File: config.mk
export PLATFORM = sky130hd
export DESIGN_NAME = ansi_color_text_console_writer
export DESIGN_NICKNAME = d
export VERILOG_FILES = /design/src/rtl/core/acctw_pkg.sv /design/src/rtl/core/acctw_front.sv /design/src/rtl/core/acctw_queue.sv /design/src/rtl/core/acctw_back.sv /design/src/rtl/core/ansi_color_text_console_writer.sv
export SDC_FILE = /design/constraint.sdc
export NUM_CORES = 1
export LEC_CHECK = 0
export CAP_MARGIN = 25
export CELL_PAD_IN_SITES_DETAIL_PLACEMENT = 0
export CELL_PAD_IN_SITES_GLOBAL_PLACEMENT = 2
export CORE_MARGIN = 4
export CORE_UTILIZATION = 48
export CTS_BUF_LIST = sky130_fd_sc_hd__clkbuf_4 sky130_fd_sc_hd__clkbuf_8
export DETAILED_ROUTE_END_ITERATION = 12
export DONT_BUFFER_PORTS = 1
export HOLD_SLACK_MARGIN = 0.06
export PLACE_DENSITY_LB_ADDON = 0.1
export SYNTH_ARGS = -nofsm -noshare
export SYNTH_HDL_FRONTEND = slang
export SYNTH_SLANG_ARGS = --single-unit
File: constraint.sdc
create_clock -name i_clk -period 12.42 [get_ports i_clk]
set_clock_uncertainty 0.2 [all_clocks]
set_input_delay 0 -clock i_clk [delete_from_list [all_inputs] [get_ports i_clk]]
set_output_delay 0 -clock i_clk [all_outputs]
set_load 0.005 [all_outputs]
File: src/rtl/core/acctw_pkg.sv
// Shared types and constants for the ANSI color text console writer.
// Holds the channel item structs, the queued job format and color constants.
// No dependencies.
package acctw_pkg;

    localparam logic [7:0] CH_ESC   = 8'h1B;
    localparam logic [7:0] CH_DEL   = 8'h7F;
    localparam logic [7:0] CH_BS    = 8'h08;
    localparam logic [7:0] CH_TAB   = 8'h09;
    localparam logic [7:0] CH_LF    = 8'h0A;
    localparam logic [7:0] CH_CR    = 8'h0D;
    localparam logic [7:0] CH_LBRK  = 8'h5B;
    localparam logic [7:0] CH_M     = 8'h6D;
    localparam logic [7:0] CH_ZERO  = 8'h30;
    localparam logic [7:0] CH_NINE  = 8'h39;
    localparam logic [7:0] CH_SPACE = 8'h20;

    localparam logic [9:0] SGR_RESET   = 10'd0;
    localparam logic [9:0] SGR_RED     = 10'd31;
    localparam logic [9:0] SGR_GREEN   = 10'd32;
    localparam logic [9:0] SGR_YELLOW  = 10'd33;
    localparam logic [9:0] SGR_BLUE    = 10'd34;
    localparam logic [9:0] SGR_MAGENTA = 10'd35;
    localparam logic [9:0] SGR_CYAN    = 10'd36;
    localparam logic [9:0] SGR_WHITE   = 10'd37;
    localparam logic [9:0] NUM_MAX     = 10'd999;

    localparam logic [15:0] COLOR_RED    = 16'hFAAA;
    localparam logic [15:0] COLOR_YELLOW = 16'hFEAB;
    localparam logic [15:0] COLOR_BLUE   = 16'h5CBF;
    localparam logic [15:0] COLOR_CYAN   = 16'h66FF;

    localparam logic [15:0] WHITE_RESET     = 16'hFFFF;
    localparam logic [15:0] PRIMARY_RESET   = 16'h07FF;
    localparam logic [15:0] SECONDARY_RESET = 16'hF81F;

    localparam logic [1:0] REG_WHITE     = 2'd0;
    localparam logic [1:0] REG_PRIMARY   = 2'd1;
    localparam logic [1:0] REG_SECONDARY = 2'd2;

    localparam logic [1:0] KIND_WRITE = 2'd0;
    localparam logic [1:0] KIND_ERASE = 2'd1;
    localparam logic [1:0] KIND_CLEAR = 2'd2;

    localparam logic [2:0] OP_NEWLINE = 3'd0;
    localparam logic [2:0] OP_RETURN  = 3'd1;
    localparam logic [2:0] OP_TAB     = 3'd2;
    localparam logic [2:0] OP_BACK    = 3'd3;
    localparam logic [2:0] OP_PRINT   = 3'd4;

    typedef struct packed {
        logic [7:0]  char_in;
        logic [15:0] default_color;
    } t_in_item;

    typedef struct packed {
        logic [1:0]  kind;
        logic [5:0]  row;
        logic [6:0]  column;
        logic [7:0]  glyph;
        logic [15:0] cell_color;
        logic        last;
    } t_out_item;

    typedef struct packed {
        logic [2:0]  op;
        logic [7:0]  glyph;
        logic [15:0] color;
        logic [15:0] fill;
    } t_job;

endpackage

File: src/rtl/core/acctw_front.sv
// Front end: escape sequence parser, color state and configuration registers.
// Turns accepted characters into console jobs. Depends on acctw_pkg.
module acctw_front (
    input  logic               i_clk,
    input  logic               i_rst_n,
    input  logic               i_cfg_we,
    input  logic [1:0]         i_cfg_index,
    input  logic [15:0]        i_cfg_data,
    input  logic               i_accept,
    input  acctw_pkg::t_in_item i_item,
    output logic               o_push,
    output acctw_pkg::t_job    o_job
);
    import acctw_pkg::*;

    localparam logic [1:0] PH_TEXT = 2'd0;
    localparam logic [1:0] PH_ESC  = 2'd1;
    localparam logic [1:0] PH_CSI  = 2'd2;

    logic [1:0]  r_phase, n_phase;
    logic [9:0]  r_num, n_num;
    logic [15:0] r_color, n_color;
    logic [15:0] r_white, r_primary, r_secondary;

    logic        handle;
    logic        op_valid;
    logic [2:0]  op;
    logic [13:0] num_next;
    logic [7:0]  c;

    assign c = i_item.char_in;
    assign num_next = {1'b0, r_num, 3'b000} + {3'b000, r_num, 1'b0} + {10'd0, c[3:0]};

    always_comb begin
        n_phase = r_phase;
        n_num   = r_num;
        n_color = r_color;
        handle  = 1'b0;
        case (r_phase)
            PH_TEXT: begin
                if (c == CH_ESC) begin
                    n_phase = PH_ESC;
                end else begin
                    handle = 1'b1;
                end
            end
            PH_ESC: begin
                if (c == CH_LBRK) begin
                    n_phase = PH_CSI;
                    n_num   = '0;
                end else begin
                    n_phase = PH_TEXT;
                    handle  = 1'b1;
                end
            end
            default: begin
                if (c >= CH_ZERO && c <= CH_NINE) begin
                    n_num = (num_next > 14'(NUM_MAX)) ? NUM_MAX : num_next[9:0];
                end else begin
                    n_phase = PH_TEXT;
                    if (c == CH_M) begin
                        case (r_num)
                            SGR_RESET, SGR_WHITE: n_color = r_white;
                            SGR_RED:              n_color = COLOR_RED;
                            SGR_GREEN:            n_color = r_primary;
                            SGR_YELLOW:           n_color = COLOR_YELLOW;
                            SGR_BLUE:             n_color = COLOR_BLUE;
                            SGR_MAGENTA:          n_color = r_secondary;
                            SGR_CYAN:             n_color = COLOR_CYAN;
                            default:              n_color = r_color;
                        endcase
                    end
                end
            end
        endcase
    end

    // Classify the character for the back end; other control bytes are dropped.
    always_comb begin
        op_valid = 1'b1;
        op       = OP_PRINT;
        if (c == CH_LF) begin
            op = OP_NEWLINE;
        end else if (c == CH_CR) begin
            op = OP_RETURN;
        end else if (c == CH_TAB) begin
            op = OP_TAB;
        end else if (c == CH_BS || c == CH_DEL) begin
            op = OP_BACK;
        end else if (c < CH_SPACE) begin
            op_valid = 1'b0;
        end
    end

    assign o_push      = i_accept && handle && op_valid;
    assign o_job.op    = op;
    assign o_job.glyph = (op == OP_TAB) ? CH_SPACE : c;
    assign o_job.color = (r_color != r_white) ? r_color : i_item.default_color;
    assign o_job.fill  = r_color;

    always_ff @(posedge i_clk) begin
        if (!i_rst_n) begin
            r_phase     <= PH_TEXT;
            r_num       <= '0;
            r_color     <= WHITE_RESET;
            r_white     <= WHITE_RESET;
            r_primary   <= PRIMARY_RESET;
            r_secondary <= SECONDARY_RESET;
        end else begin
            if (i_accept) begin
                r_phase <= n_phase;
                r_num   <= n_num;
                r_color <= n_color;
            end
            if (i_cfg_we) begin
                case (i_cfg_index)
                    REG_WHITE:     r_white     <= i_cfg_data;
                    REG_PRIMARY:   r_primary   <= i_cfg_data;
                    REG_SECONDARY: r_secondary <= i_cfg_data;
                    default: ;
                endcase
            end
        end
    end

endmodule

File: src/rtl/core/acctw_queue.sv
// Two-entry job queue between the front end and the back end.
// Depends on acctw_pkg for the job type.
module acctw_queue (
    input  logic            i_clk,
    input  logic            i_rst_n,
    input  logic            i_push,
    input  acctw_pkg::t_job i_job,
    input  logic            i_pop,
    output logic            o_full,
    output logic            o_empty,
    output acctw_pkg::t_job o_job
);
    import acctw_pkg::*;

    t_job       r_mem [2];
    logic       r_wptr, r_rptr;
    logic [1:0] r_count;

    assign o_full  = (r_count == 2'd2);
    assign o_empty = (r_count == 2'd0);
    assign o_job   = r_mem[r_rptr];

    always_ff @(posedge i_clk) begin
        if (i_push) begin
            r_mem[r_wptr] <= i_job;
        end
    end

    always_ff @(posedge i_clk) begin
        if (!i_rst_n) begin
            r_wptr  <= 1'b0;
            r_rptr  <= 1'b0;
            r_count <= 2'd0;
        end else begin
            if (i_push) r_wptr <= ~r_wptr;
            if (i_pop)  r_rptr <= ~r_rptr;
            case ({i_push, i_pop})
                2'b10:   r_count <= r_count + 2'd1;
                2'b01:   r_count <= r_count - 2'd1;
                default: r_count <= r_count;
            endcase
        end
    end

endmodule

File: src/rtl/core/acctw_back.sv
// Back end: cursor and ring-row tracking, one console command per cycle unless stalled.
// Takes jobs from the queue; drives the output register. Depends on acctw_pkg.
module acctw_back #(
    parameter int ROWS = 64,
    parameter int COLS = 80
) (
    input  logic                i_clk,
    input  logic                i_rst_n,
    input  logic                i_empty,
    input  acctw_pkg::t_job     i_job,
    output logic                o_pop,
    output logic                o_out_valid,
    input  logic                i_out_stall,
    output acctw_pkg::t_out_item o_out_item
);
    import acctw_pkg::*;

    localparam int ROW_W = $clog2(ROWS);
    localparam int COL_W = $clog2(COLS + 1);

    localparam logic ST_IDLE = 1'b0;
    localparam logic ST_BUSY = 1'b1;

    logic             r_state, n_state;
    t_job             r_job;
    logic [ROW_W-1:0] r_head, n_head, head_inc;
    logic [COL_W-1:0] r_col, n_col, col_inc;
    logic             r_out_valid;
    t_out_item        r_out, n_out;

    logic             adv, step, emit, stay;
    t_job             job;
    logic             at_end;

    assign adv  = !r_out_valid || !i_out_stall;
    assign job  = (r_state == ST_IDLE) ? i_job : r_job;
    assign step = adv && ((r_state == ST_BUSY) || !i_empty);
    assign o_pop = adv && (r_state == ST_IDLE) && !i_empty;

    assign head_inc = (r_head == ROW_W'(ROWS - 1)) ? '0 : r_head + 1'b1;
    assign col_inc  = r_col + 1'b1;
    assign at_end   = (r_col >= COL_W'(COLS));

    always_comb begin
        emit             = 1'b0;
        stay             = 1'b0;
        n_head           = r_head;
        n_col            = r_col;
        n_out.kind       = KIND_WRITE;
        n_out.row        = 6'(r_head);
        n_out.column     = 7'(r_col);
        n_out.glyph      = job.glyph;
        n_out.cell_color = job.color;
        n_out.last       = 1'b1;
        case (job.op)
            OP_NEWLINE: begin
                emit             = 1'b1;
                n_head           = head_inc;
                n_col            = '0;
                n_out.kind       = KIND_CLEAR;
                n_out.row        = 6'(head_inc);
                n_out.column     = '0;
                n_out.glyph      = '0;
                n_out.cell_color = job.fill;
            end
            OP_RETURN: begin
                n_col = '0;
            end
            OP_BACK: begin
                if (r_col != '0) begin
                    emit             = 1'b1;
                    n_col            = r_col - 1'b1;
                    n_out.kind       = KIND_ERASE;
                    n_out.column     = 7'(r_col - 1'b1);
                    n_out.glyph      = '0;
                    n_out.cell_color = '0;
                end
            end
            OP_PRINT, OP_TAB: begin
                emit = 1'b1;
                if (at_end) begin
                    // wrap: clear the next row; a print still has its cell to write
                    n_head           = head_inc;
                    n_col            = '0;
                    n_out.kind       = KIND_CLEAR;
                    n_out.row        = 6'(head_inc);
                    n_out.column     = '0;
                    n_out.glyph      = '0;
                    n_out.cell_color = job.fill;
                    n_out.last       = (job.op == OP_TAB);
                    stay             = (job.op == OP_PRINT);
                end else begin
                    n_col = col_inc;
                    if (job.op == OP_TAB) begin
                        // keep going until a tab stop; hitting the edge still owes a clear
                        if (col_inc >= COL_W'(COLS) || col_inc[2:0] != 3'd0) begin
                            stay       = 1'b1;
                            n_out.last = 1'b0;
                        end
                    end
                end
            end
            default: ;
        endcase
        n_state = stay ? ST_BUSY : ST_IDLE;
    end

    always_ff @(posedge i_clk) begin
        if (o_pop) begin
            r_job <= i_job;
        end
        if (step && emit) begin
            r_out <= n_out;
        end
    end

    always_ff @(posedge i_clk) begin
        if (!i_rst_n) begin
            r_state     <= ST_IDLE;
            r_head      <= '0;
            r_col       <= '0;
            r_out_valid <= 1'b0;
        end else begin
            if (step) begin
                r_state <= n_state;
                r_head  <= n_head;
                r_col   <= n_col;
            end
            if (adv) begin
                r_out_valid <= step && emit;
            end
        end
    end

    assign o_out_valid = r_out_valid;
    assign o_out_item  = r_out;

endmodule

File: src/rtl/core/ansi_color_text_console_writer.sv
// Top level of the ANSI color text console writer: front end, job queue, back end.
// Depends on acctw_pkg, acctw_front, acctw_queue and acctw_back.
//
//  channel  | direction | handshake                 | payload
//  ---------+-----------+---------------------------+----------------------------
//  in       | input     | i_in_valid / o_in_stall   | i_in_item  (char, default color)
//  out      | output    | o_out_valid / i_out_stall | o_out_item (console command)
//  cfg      | input     | i_cfg_we                  | i_cfg_index, i_cfg_data
//
// The front end takes one character per cycle while the two-entry queue has room.
// The back end issues a command per cell write, erase or row clear; a tab writes spaces
// to the next tab stop, and a wrap at the row edge adds a clear of the next row.
// Reset is synchronous and active low; it restores cursor, row, color, registers.
// An output stall holds the command register and the back end; input stalls
// only once the queue is full.
module ansi_color_text_console_writer #(
    parameter int ROWS = 64,
    parameter int COLS = 80
) (
    input  logic                 i_clk,
    input  logic                 i_rst_n,
    input  logic                 i_in_valid,
    output logic                 o_in_stall,
    input  acctw_pkg::t_in_item  i_in_item,
    output logic                 o_out_valid,
    input  logic                 i_out_stall,
    output acctw_pkg::t_out_item o_out_item,
    input  logic                 i_cfg_we,
    input  logic [1:0]           i_cfg_index,
    input  logic [15:0]          i_cfg_data
);
    import acctw_pkg::*;

    logic accept;
    logic push, pop, full, empty;
    t_job push_job, head_job;

    assign o_in_stall = full;
    assign accept     = i_in_valid && !full;

    acctw_front u_front (
        .i_clk       (i_clk),
        .i_rst_n     (i_rst_n),
        .i_cfg_we    (i_cfg_we),
        .i_cfg_index (i_cfg_index),
        .i_cfg_data  (i_cfg_data),
        .i_accept    (accept),
        .i_item      (i_in_item),
        .o_push      (push),
        .o_job       (push_job)
    );

    acctw_queue u_queue (
        .i_clk   (i_clk),
        .i_rst_n (i_rst_n),
        .i_push  (push),
        .i_job   (push_job),
        .i_pop   (pop),
        .o_full  (full),
        .o_empty (empty),
        .o_job   (head_job)
    );

    acctw_back #(
        .ROWS (ROWS),
        .COLS (COLS)
    ) u_back (
        .i_clk       (i_clk),
        .i_rst_n     (i_rst_n),
        .i_empty     (empty),
        .i_job       (head_job),
        .o_pop       (pop),
        .o_out_valid (o_out_valid),
        .i_out_stall (i_out_stall),
        .o_out_item  (o_out_item)
    );

endmodule
Yosys cells after proc, flatten, opt, wreduce, memory -nomap -nowiden
Memory sizes are Yosys's and may differ from the RTL's. A register that Yosys moved wholly into a read port is not among the register bits.
Cells that the tools add are included.
{ "word_totals": {"reg_bits": 178, "latch_bits": 0, "ramBits": 86, "rom_bits": 0, "inputBits": 47, "output_inout_bits": 42, "wordCells": 168, "n_memories": 1} }
{ "classes": {"add_sub_neg": 7, "mul": 0, "div_mod_pow": 0, "order_cmp": 6, "eq_ne": 33, "shift": 0, "muxes": 51, "bitwise": 6, "n_reduce_logical": 41} }
{ "mem_list": {"columns": ["name", "words", "word_bits", "rd", "rd_ports_with_merged_regs", "write_ports", "line", "source"], "rows": [
  ["u_queue.r_mem", 2, 43, 1, 1, 1, "acctw_queue.sv:15", "t_job r_mem [2];"]
]} }
{ "ops": {"columns": ["cell", "n"], "rows": [
  ["16-bit case mux with 7 select lines", 1],
  ["31-bit case mux with 3 select lines", 1],
  ["10-bit by 6-bit equality test with 1-bit output (second input constant)", 6],
  ["43-bit 2-to-1 mux", 1],
  ["39-bit 2-to-1 mux", 1],
  ["8-bit by 4-bit equality test with 1-bit output (second input constant)", 4],
  ["31-bit 2-to-1 mux", 1],
  ["10-bit 2-to-1 mux", 3],
  ["8-bit by 7-bit equality test with 1-bit output (second input constant)", 3],
  ["6-bit case mux with 2 select lines", 2],
  ["1-bit 2-to-1 mux", 21],
  ["7-bit case mux with 3 select lines", 1],
  ["10-bit case mux with 2 select lines", 1],
  ["16-bit 2-to-1 mux", 1],
  ["16-bit inequality test", 1],
  ["13-bit by 11-bit adder with 14-bit output", 1],
  ["14-bit by 4-bit adder with 14-bit output", 1],
  ["7-bit >= comparator (second input constant)", 2],
  ["14-bit by 10-bit greater-than comparator with 1-bit output (second input constant)", 1],
  ["7-bit 2-to-1 mux", 2],
  ["7-bit nonzero test", 2],
  ["3-bit 2-to-1 mux", 4],
  ["6-bit 2-to-1 mux", 2],
  ["10-bit by 5-bit equality test with 1-bit output (second input constant)", 1],
  ["other kinds (37)", 80]
]} }

Logic depth before layout (Yosys ltp)
Gate-level depths: netlist of run 1.
{ "depth": {"ltp_word": 9, "ltp_mapped": 10, "ltp_nobuf": 9} }

Modules after synthesis
A second synthesis of run 1 with hierarchy kept.
{ "unflattened": {"cells_unflattened": 1079, "hier_area_um2": 12340.6} }
{ "by_module_without_submodules": {"columns": ["module", "instances", "cells_each", "area_per_inst_um2", "seq_area_each_um2"], "rows": [
  ["acctw_front", 1, 585, 4586.9, 1521.5],
  ["acctw_back", 1, 337, 4431.8, 2792.7],
  ["acctw_queue", 1, 156, 3308.2, 2682.6],
  ["ansi_color_text_console_writer", 1, 1, 13.8, 0.0]
]} }

Least setup slack after synthesis of run 1
OpenSTA, ideal clock, no wires.
{ "synth_timing": {"path_kind": "reg2reg", "start": "reg u_back.r_state", "end": "reg u_queue.r_count[1]", "setup_time_ns": 0.070, "t_arrival_ns": 5.283, "required_time_ns": 12.150, "path_slack_ns": 6.867, "stages_incl_launch_ff": 7, "n_path_buf": 2, "period_less_slack_ns": 5.553, "path_cell_list": "dfxtp_1 clkbuf_1 clkbuf_1 a211oi_1 ha_1 or3_1 a21oi_1"} }
{ "synth_via": {"elab_chain_cells": 5, "elab_cells_between_ends": 7, "cone_classes": "2 x eq/ne; 1 x mux; 1 x bitwise; 3 x reduce/logical"} }
{ "synth_lines": {"columns": ["element", "line", "source"], "rows": [
  ["start, declared", "acctw_back.sv:24", "logic r_state, n_state;"],
  ["start signal, assigned", "acctw_back.sv:125", "r_state <= n_state;"],
  ["1-bit NOT (*)", null, null],
  ["1-bit logical AND (*) (2 in series)", "acctw_back.sv:38", "assign o_pop = adv && (r_state == ST_IDLE) && !i_empty;"],
  ["named net pop", "ansi_color_text_console_writer.sv:35", "logic push, pop, full, empty;"],
  ["2-bit by 1-bit equality test with 1-bit output / 2-bit equality test (equally long branches)", "acctw_queue.sv:37", "case ({i_push, i_pop})"],
  ["2-bit case mux with 2 select lines / 2-bit nonzero test (equally long branches)", null, null],
  ["end signal, assigned", "acctw_queue.sv:38", "2'b10: r_count <= r_count + 2'd1;"],
  ["end signal, assigned", "acctw_queue.sv:39", "2'b01: r_count <= r_count - 2'd1;"],
  ["end signal, assigned", "acctw_queue.sv:40", "default: r_count <= r_count;"],
  ["end, declared", "acctw_queue.sv:17", "logic [1:0] r_count;"]
]} }
The timed path passes the listed nets; every way through them passes the cells marked *.
A chain may end at the register's enable or synchronous reset.

Worst setup path after layout of run 1
{ "layout_timing": {"start": "reg u_front.r_num[2]", "end": "reg u_front.r_num[9]"} }
{ "layout_via": {"elab_chain_cells": 6} }
{ "layout_lines": {"columns": ["element", "line", "source"], "rows": [
  ["start, declared", "acctw_front.sv:21", "logic [9:0] r_num, n_num;"],
  ["start signal, assigned", "acctw_front.sv:112", "r_num <= n_num;"],
  ["13-bit by 11-bit adder with 14-bit output (*)", "acctw_front.sv:32", "assign num_next = {1'b0, r_num, 3'b000} + {3'b000, r_num, 1'b0} + {10'd0, c[3:0]};"],
  ["14-bit by 4-bit adder with 14-bit output (*)", "acctw_front.sv:32", null],
  ["14-bit by 10-bit greater-than comparator with 1-bit output", "acctw_front.sv:58", "n_num = (num_next > 14'(NUM_MAX)) ? NUM_MAX : num_next[9:0];"],
  ["10-bit 2-to-1 mux (*)", "acctw_front.sv:58", null],
  ["10-bit 2-to-1 mux (*)", "acctw_front.sv:57", "if (c >= CH_ZERO && c <= CH_NINE) begin"],
  ["10-bit case mux with 2 select lines (*)", "acctw_front.sv:39", "case (r_phase)"]
]} }
Every way passes the cells marked *; elsewhere a longest branch is shown, timed or not. The select of a mux whose other input is x is not followed.

==> results.md, run 1 <==
- Seq/Total Area, Yosys: 0.5676
- Mapped Cells: 1121
- First-pass GRT wire length: 49170 µm
- Reg-to-reg slack, setup: 8.64 ns
- Die Y: 168.3 µm
- Clock Tree Root: clkbuf_8
- Fraction of layout cells with a size suffix above 1: 0.1404
- Number of enable flip-flop cells after synthesis: 169
- Yosys warns: 0
- WL/cell: 19.22 µm
- Worst Hold Path EP: u_queue.r_mem[1][36]$_DFFE_PP_
- Static Leak: 5.029 nW
- Max Cap Viol: 0
- Initial antenna violation count: 2
- Fin Setup TNS: 0 ns
- Vias in the first global route: 8876
- # IOs: 89
- Post-Syn Area: 12330 µm²
- Crit-path max FO: 14
- Die Span X: 168.3 µm
- CP Launch Type: flop
- Status: complete, no violations
- Fill cells: 2186
- Bufs on Longest Clock Path: 3
- Crit path kind: flop to flop
- Dpl ws: 8.447 ns
- RSZ-0062 raised after global routing: false
- Die Area: 28310 µm²
- Distinct cells, synth: 76
- GPL Wtd Cong: 0.8314
- Syn Area/Cell: 11.00 µm²
- Met3 usage: 0.04039
- Diodes inserted: 0
- Post-CTS setup buffer count: 0
- Core area: 25250 µm²
- Max VDD drop: 0.09272 mV
- Later-pin clock latency in the skew report: 0.56 ns
- Final Max Tran Viols: 0
- IO Port Bufs: 0
- Origin of the critical flop-to-flop path: u_front.r_num[2]$_SDFFE_PN0P_
- Tmin final: 3.780 ns
- Placed instance area: 12600 µm²
- Hold WS: 0.1226 ns
- GRT Max-Usage Layer: met2
- Routed Antenna Nets: 0
- Hold Crit Depth: 1
- Critical Path RT: 12.60 ns
- Final period utilization: 0.3043
- Final hold vios: 0
- Fin area: 14720 µm²
- CP most frequent cell: fa_1
- # setup viols final: 0
- FMAX: 0.2646 GHz
- Syn_nets: 1194
- Largest net degree at the start of global routing: 70
- HPWL after DPL: 19760 µm
- DR iter-0 viols: 573
- Total congestion overflow: 0
- Crit end category: flop
- Final setup margin: 8.640 ns
- Cell row count: 58
- Global-route met1 utilization: 0.3153
- Worst Path Buf+Inv: 0
- GRT met2 Usage: 0.3311
- R2r endpoint: u_front.r_num[9]$_SDFFE_PN0P_
- Total Routing Usage GR: 0.2139
- Cts bufs inserted: 45
- Post-synth top flop: edfxtp_1
- Max_slew headroom: 0.3810
- Drt drc: 0
- Worst slew pin tran: 0.9229 ns
- Delay-heaviest family, CP: compound AO/OA/AOI/OAI gates
- Fin util: 0.5828
- Critical path arrival: 3.96 ns
- Worst Hold Class: primary input to flop
- CTS tree: built
- Slowest-stage cell, CP: dfxtp_1
- Post-Route WL: 30720 µm
- Critical Path Max Stage Delay: 0.65 ns
- TritonRoute pass-1 iters: 5
- Syn-to-layout area delta: 19.40%
- Initial core utilization: 0.4881
- Clock transition at path regs: 0.06 ns
- Final nets: 1307
- DR vias/cell: 5.614
- Via count: 8971
- Cell breakdown of the critical path: fa_1, fa_1, a21o_1, a221oi_1, nand2_1, a22o_1, a211oi_1, a311oi_1
- P per Cell Area: 155.2 nW/µm²
- Synthesis-stage register bit count: 265
- Ys async rst share: 0
- R2R depth: 8
- H-tree depth: 2
- CTS sink count: 265
- Hold path start: i_in_item[20]
placed cells by master, fill, tap and decap left out, types with 10 or more instances in the layout:
master	instances
nor2b_1	27
clkbuf_4	21
o32ai_1	24
mux2_2	59
dfxtp_1	94
inv_1	20
nor4_1	11
a21oi_1	51
xnor2_1	27
o21ai_0	34
or3_1	10
nand2_1	153
nand3_1	52
a211oi_1	10
nor2_1	77
nor3_1	27
nand4_1	10
o211ai_1	15
mux2i_1	21
dlygate4sd3_1	117
edfxtp_1	169
clkbuf_8	48
ha_1	24
buf_4	11
through the flow:
step / cells / power (mW)
finish: 1598 / 2.285
floorplan: 1121 / 1.394
global route: 1598 / 2.405
detailed placement: 1398 / 1.489
global placement: 1398 / 1.483
CTS: 1596 / 2.302
power breakdown:
| part | switching (mW) | internal [mW] |
|---|---|---|
| Combinational | 0.241 | 0.148 |
| Sequential | 0.0478 | 1.08 |
| Clock | 0.346 | 0.423 |
sequential cells by signal, summed over array words and instances (netlist names), 6 cells and up, named ones only:
register	count
u_back.r_job	43
u_front.r_color	16
u_front.r_num	10
u_front.r_white	16
u_front.r_secondary	16
u_back.o_out_item	40
u_front.r_primary	16
u_back.r_col	7
u_queue.r_mem	86
u_back.r_head	6
worst register-to-register path, cell delays in order (launching register included):
cell	delay, ns
dfxtp_1	0.65
fa_1	0.56
fa_1	0.47
a21o_1	0.23
a221oi_1	0.42
nand2_1	0.10
a22o_1	0.26
a211oi_1	0.57
a311oi_1	0.18
synthesized netlist by cell type (5+ instances only):
master	number	area [µm²]
o22ai_1	9	56.30
o21ai_0	34	170.2
nor2_1	79	296.5
o211ai_1	15	112.6
clkbuf_1	52	195.2
a31oi_1	8	50.05
o32ai_1	24	210.2
and3_1	5	31.28
or2_2	9	56.30
a221oi_1	6	52.55
edfxtp_1	169	5075
ha_1	24	300.3
xnor2_1	27	236.5
nor2b_1	27	168.9
xor2_1	7	61.31
a211oi_1	11	82.58
nand2b_1	6	37.54
dfxtp_1	96	1922
nand2_1	153	574.3
nand4_1	10	62.56
inv_1	20	75.07
or3_1	10	62.56
nor4_1	11	68.82
mux2_2	59	664.4
a21oi_1	51	255.2
buf_1	5	18.77
mux2i_1	21	210.2
nor3_1	27	135.1
nand3_1	52	260.3
logic make-up after synthesis:
group / count (synthesis) / synth area share
xor gates and xnor gates: 34 / 0.02416
DFF: 265 / 0.5676
adders and majority gates: 27 / 0.02842
muxes: 82 / 0.07328
buffers and inverters: 85 / 0.02761
AOI/OAI and AO/OA: 212 / 0.1181
and+or+nand+nor: 416 / 0.1608
final cells by class:
cell class              count  area, µm²  area share
clock inverters            12      76.32    0.005186
well taps                 330      412.9     0.02805
clock buffers              69      818.3     0.05560
repair buffers            130       1301     0.08841
inverters                  21      78.83    0.005356
flip-flops and latches    265       6999      0.4756
multi-input cells         771       5031      0.3418
worst max path at each step:
stage | start | endpoint | slack, ns | cells after the start
4_1_cts | flop | u_back.o_out_item[32]$_DFFE_PP_ | 8.44 | 6
6_report | u_front.r_num[2]$_SDFFE_PN0P_ | u_front.r_num[9]$_SDFFE_PN0P_ | 8.64 | 8
2_1_floorplan | u_back.r_state$_SDFFE_PN0P_ | u_queue.r_count[1]$_SDFFE_PN0P_ | 6.87 | 6
3_5_place_dp | flop | u_back.o_out_item[32]$_DFFE_PP_ | 8.45 | 6
5_1_grt | u_front.r_num[2]$_SDFFE_PN0P_ | u_front.r_num[9]$_SDFFE_PN0P_ | 8.37 | 8
3_3_place_gp | flop | u_back.o_out_item[32]$_DFFE_PP_ | 8.46 | 6
per-layer routing:
metal / vias to the layer above / part of all wire
li1: 4411 / -
met1: 4288 / 0.48
met2: 234 / 0.46
met3: 34 / 0.049
met4: 4 / 0.012
met5: - / 0.00068
timing repair:
action | CTS | global route
hold buffers | 117 | 1
endpoints found under the hold margin | 193 | 1
resized for setup | 0 | 0
Note: power is estimated with default switching activity, not from simulation.
==> inputs of run 2 (changes only) <==
Settings changed: ABC_AREA set to 1, CORE_UTILIZATION 48 to 42.
Clock period 12.42 ns to 3.6 ns, I/O delays scaled along.
==> results.md, run 2 <==
- Die Area: 32920 µm² (+16%)
- DR iter-0 viols: 591 (+3.1%)
- DR vias/cell: 4.962 (-12%)
- Drt drc: 0 (unchanged)
- TritonRoute pass-1 iters: 5 (unchanged)
- Distinct cells, synth: 48 (-37%)
- WL/cell: 16.51 µm (-14%)
- Max_slew headroom: 0.4001 (+0.01912)
- CP Launch Type: primary input
- Crit end category: flop
- Tot Pwr: 8.686 mW (+280%)
- Fin Setup TNS: 0 ns (unchanged)
- Initial antenna violation count: 1 (-1)
- Slowest-stage cell, CP: dlygate4sd3_1
- Fin util: 0.5067 (-0.07608)
- CTS resizes: 0 (unchanged)
- Post-CTS setup buffer count: 0 (unchanged)
- R2R depth: 14 (+6)
- Critical Path RT: 3.56 ns (-9.04 ns)
- Register area: 6999 µm² (unchanged)
- Crit path kind: primary input to flop
- Number of enable flip-flop cells after synthesis: 169 (unchanged)
- Final nets: 1497 (+15%)
- Max VDD drop: 0.2318 mV (+150%)
- Later-pin clock latency in the skew report: 0.57 ns (about the same)
- Origin of the critical flop-to-flop path: u_front.r_num[2]$_SDFFE_PN0P_
- Commonest cells after routing, fill and taps aside: nand2_1 (330), edfxtp_1 (169), inv_1 (121), nand3_1 (121), dlygate4sd3_1 (102)
- Final setup margin: 0.2543 ns (-8.386 ns)
- Commonest non-fill, non-tap cell in the layout: nand2_1
- Initial core utilization: 0.4262 (-0.06190)
- Fraction of layout cells with a size suffix above 1: 0.1418 (+0.001402)
- Die Y: 181.4 µm (+7.8%)
- Core area: 29640 µm² (+17%)
- Multi-input gate area: 4925 µm² (-2.1%)
- Post-Route WL: 30540 µm (-0.59%)
- Largest area contributor in the netlist: edfxtp_1
- Crit-path max FO: 43 (+29)
- Final Max Tran Viols: 0 (unchanged)
- Cts bufs inserted: 46 (+2.2%)
- Synth top area cells: edfxtp_1 (40%), dfxtp_1 (15%), nand2_1 (9.8%)
- Crit path to: u_queue.r_mem[1][40]$_DFFE_PP_
- FMAX: 0.2989 GHz
- Reg-to-reg slack, setup: 0.56 ns (-8.08 ns)
- P per Cell Area: 578.3 nW/µm² (+270%)
- Placed instance area: 13030 µm² (+3.3%)
- HPWL after DPL: 20330 µm (+2.8%)
- Final period utilization: 0.9294
- Cell breakdown of the critical path: dlygate4sd3_1, dlygate4sd3_1, nor2_1, nand2_1, nor2_1, nand4_1, dlygate4sd3_1, nand4_1, nand2_1, inv_1, nand2_1, clkinv_1, buf_4
- RSZ-0062 raised after global routing: false
- Fin area: 15020 µm² (+2.0%)
- Mapped Cells: 1307 (+17%)
- Top post-synthesis cells by count: nand2_1 (330), edfxtp_1 (169), inv_1 (122)
- Post-Syn Area: 12630 µm² (+2.5%)
- Vias in the first global route: 9265 (+4.4%)
- Final hold vios: 0 (unchanged)
- Status: complete, no violations
- Most common cell in the synthesized netlist: nand2_1
- Yosys warns: 0 (unchanged)
- Max Cap Viol: 0 (unchanged)
- CTS tree: built
- # setup viols final: 0 (unchanged)
- Bufs on Longest Clock Path: 3 (unchanged)
- Dpl ws: 0.5464 ns (-7.901 ns)
- Total Routing Usage GR: 0.1840 (-0.02988)
- GPL Wtd Cong: 0.8099 (-2.6%)
- Max reg flops: 86 (unchanged)
- H-tree depth: 2 (unchanged)
- Crit path from: i_in_item[23]
- Via count: 9180 (+2.3%)
- Tmin final: 3.346 ns
- Reg with most FFs: u_queue.r_mem
- Post-synth top flop: edfxtp_1
- # IOs: 89 (unchanged)
- Critical path arrival: 3.31 ns (-0.65 ns)
- Ys async rst share: 0 (unchanged)
- R2r endpoint: u_front.r_num[7]$_SDFFE_PN0P_
- Clock transition at path regs: 0.05 ns (about the same)
- Seq/Total Area, Yosys: 0.5539 (-0.01372)
- Cell row count: 63 (+8.6%)
- Syn_nets: 1380 (+16%)
- Diodes inserted: 0 (unchanged)
- Fill cells: 2883 (+32%)
- CTS sink count: 265 (unchanged)
- Static Leak: 5.877 nW (+17%)
- Synthesis-stage register bit count: 265 (unchanged)
- Total congestion overflow: 0 (unchanged)
- Critical Path Max Stage Delay: 0.63 ns (-0.02 ns)
- Worst Hold Class: primary input to flop
- Syn Area/Cell: 9.665 µm² (-12%)
- First-pass GRT wire length: 49610 µm (+0.90%)
- Syn-to-layout area delta: 18.89%
- Routed Antenna Nets: 0 (unchanged)
- Top cell type's share of synthesized area: 0.4017 (-0.009950)
- Clock Tree Root: clkbuf_8
- Worst slew pin tran: 0.8998 ns (-0.02311 ns)
- Hold Buf Count CTS: 103 (-12%)
- Largest net degree at the start of global routing: 71 (+1.4%)
- IO Port Bufs: 0 (unchanged)
- Die Span X: 181.4 µm (+7.8%)
[run 2: worst min-delay path by stage]
| stage | from | to | depth (start not counted) |
|---|---|---|---|
| 6_report | i_cfg_data[11] | u_front.r_primary[11]$_SDFFE_PN0P_ | 3 |
| 2_1_floorplan | i_cfg_data[0] | u_front.r_primary[0]$_SDFFE_PN1P_ | 2 |
| 3_3_place_gp | i_rst_n | u_front.r_secondary[11]$_SDFFE_PN1P_ | 1 |
| 3_5_place_dp | i_rst_n | u_front.r_secondary[12]$_SDFFE_PN1P_ | 1 |
| 5_1_grt | i_cfg_data[11] | u_front.r_primary[11]$_SDFFE_PN0P_ | 3 |
| 4_1_cts | i_in_item[4] | u_queue.r_mem[0][20]$_DFFE_PP_ | 3 |
[run 2: logic make-up (layout without fill, tap and decap cells)]
group	Yosys count	after routing	synth area share
xor+xnor	24	24	0.01664
fa+ha+maj	26	26	0.02694
simple gates	594	594	0.2093
flops	265	265	0.5539
mux	72	72	0.06101
buf+inv	180	333	0.05854
compound gates	146	146	0.07369
[run 2: per-layer routing]
metal,wire [µm],GRT usage,vias to the layer above
met5,7,0,-
met4,516,0.04263,2
met3,1226,0.03365,44
met2,14020,0.2987,181
met1,14770,0.2584,4262
li1,-,-,4691
[run 2: worst max-delay path: cells and delay by family]
kind | cells | cell delay, ns
AND/OR/NAND/NOR | 7 | 0.91
buffers and inverters | 6 | 2.39
[run 2: area by class of cell]
type,count,area share
inverters,131,0.03307
clock inverters,12,0.004999
well taps,390,0.03249
multi-input cells,862,0.3279
repair buffers,118,0.07948
clock buffers,72,0.05599
flip-flops and latches,265,0.4660
[run 2: power breakdown]
group,internal (mW),total (mW),switching [mW],leakage (nW)
clock,1.50,2.69,1.20,0.494
sequential,3.94,4.13,0.199,2.16
combinational,0.625,1.86,1.23,3.22
total,6.06,8.69,2.63,5.88
[run 2: per-stage QoR]
| stage | hold WS, ns | instances |
|---|---|---|
| final | 0.09071 | 1850 |
| after global routing | 0.07399 | 1850 |
| after CTS | 0.06302 | 1849 |
| after detailed placement | -0.1061 | 1662 |
| after global placement | -0.1080 | 1662 |
| after floorplan | -0.08678 | 1307 |
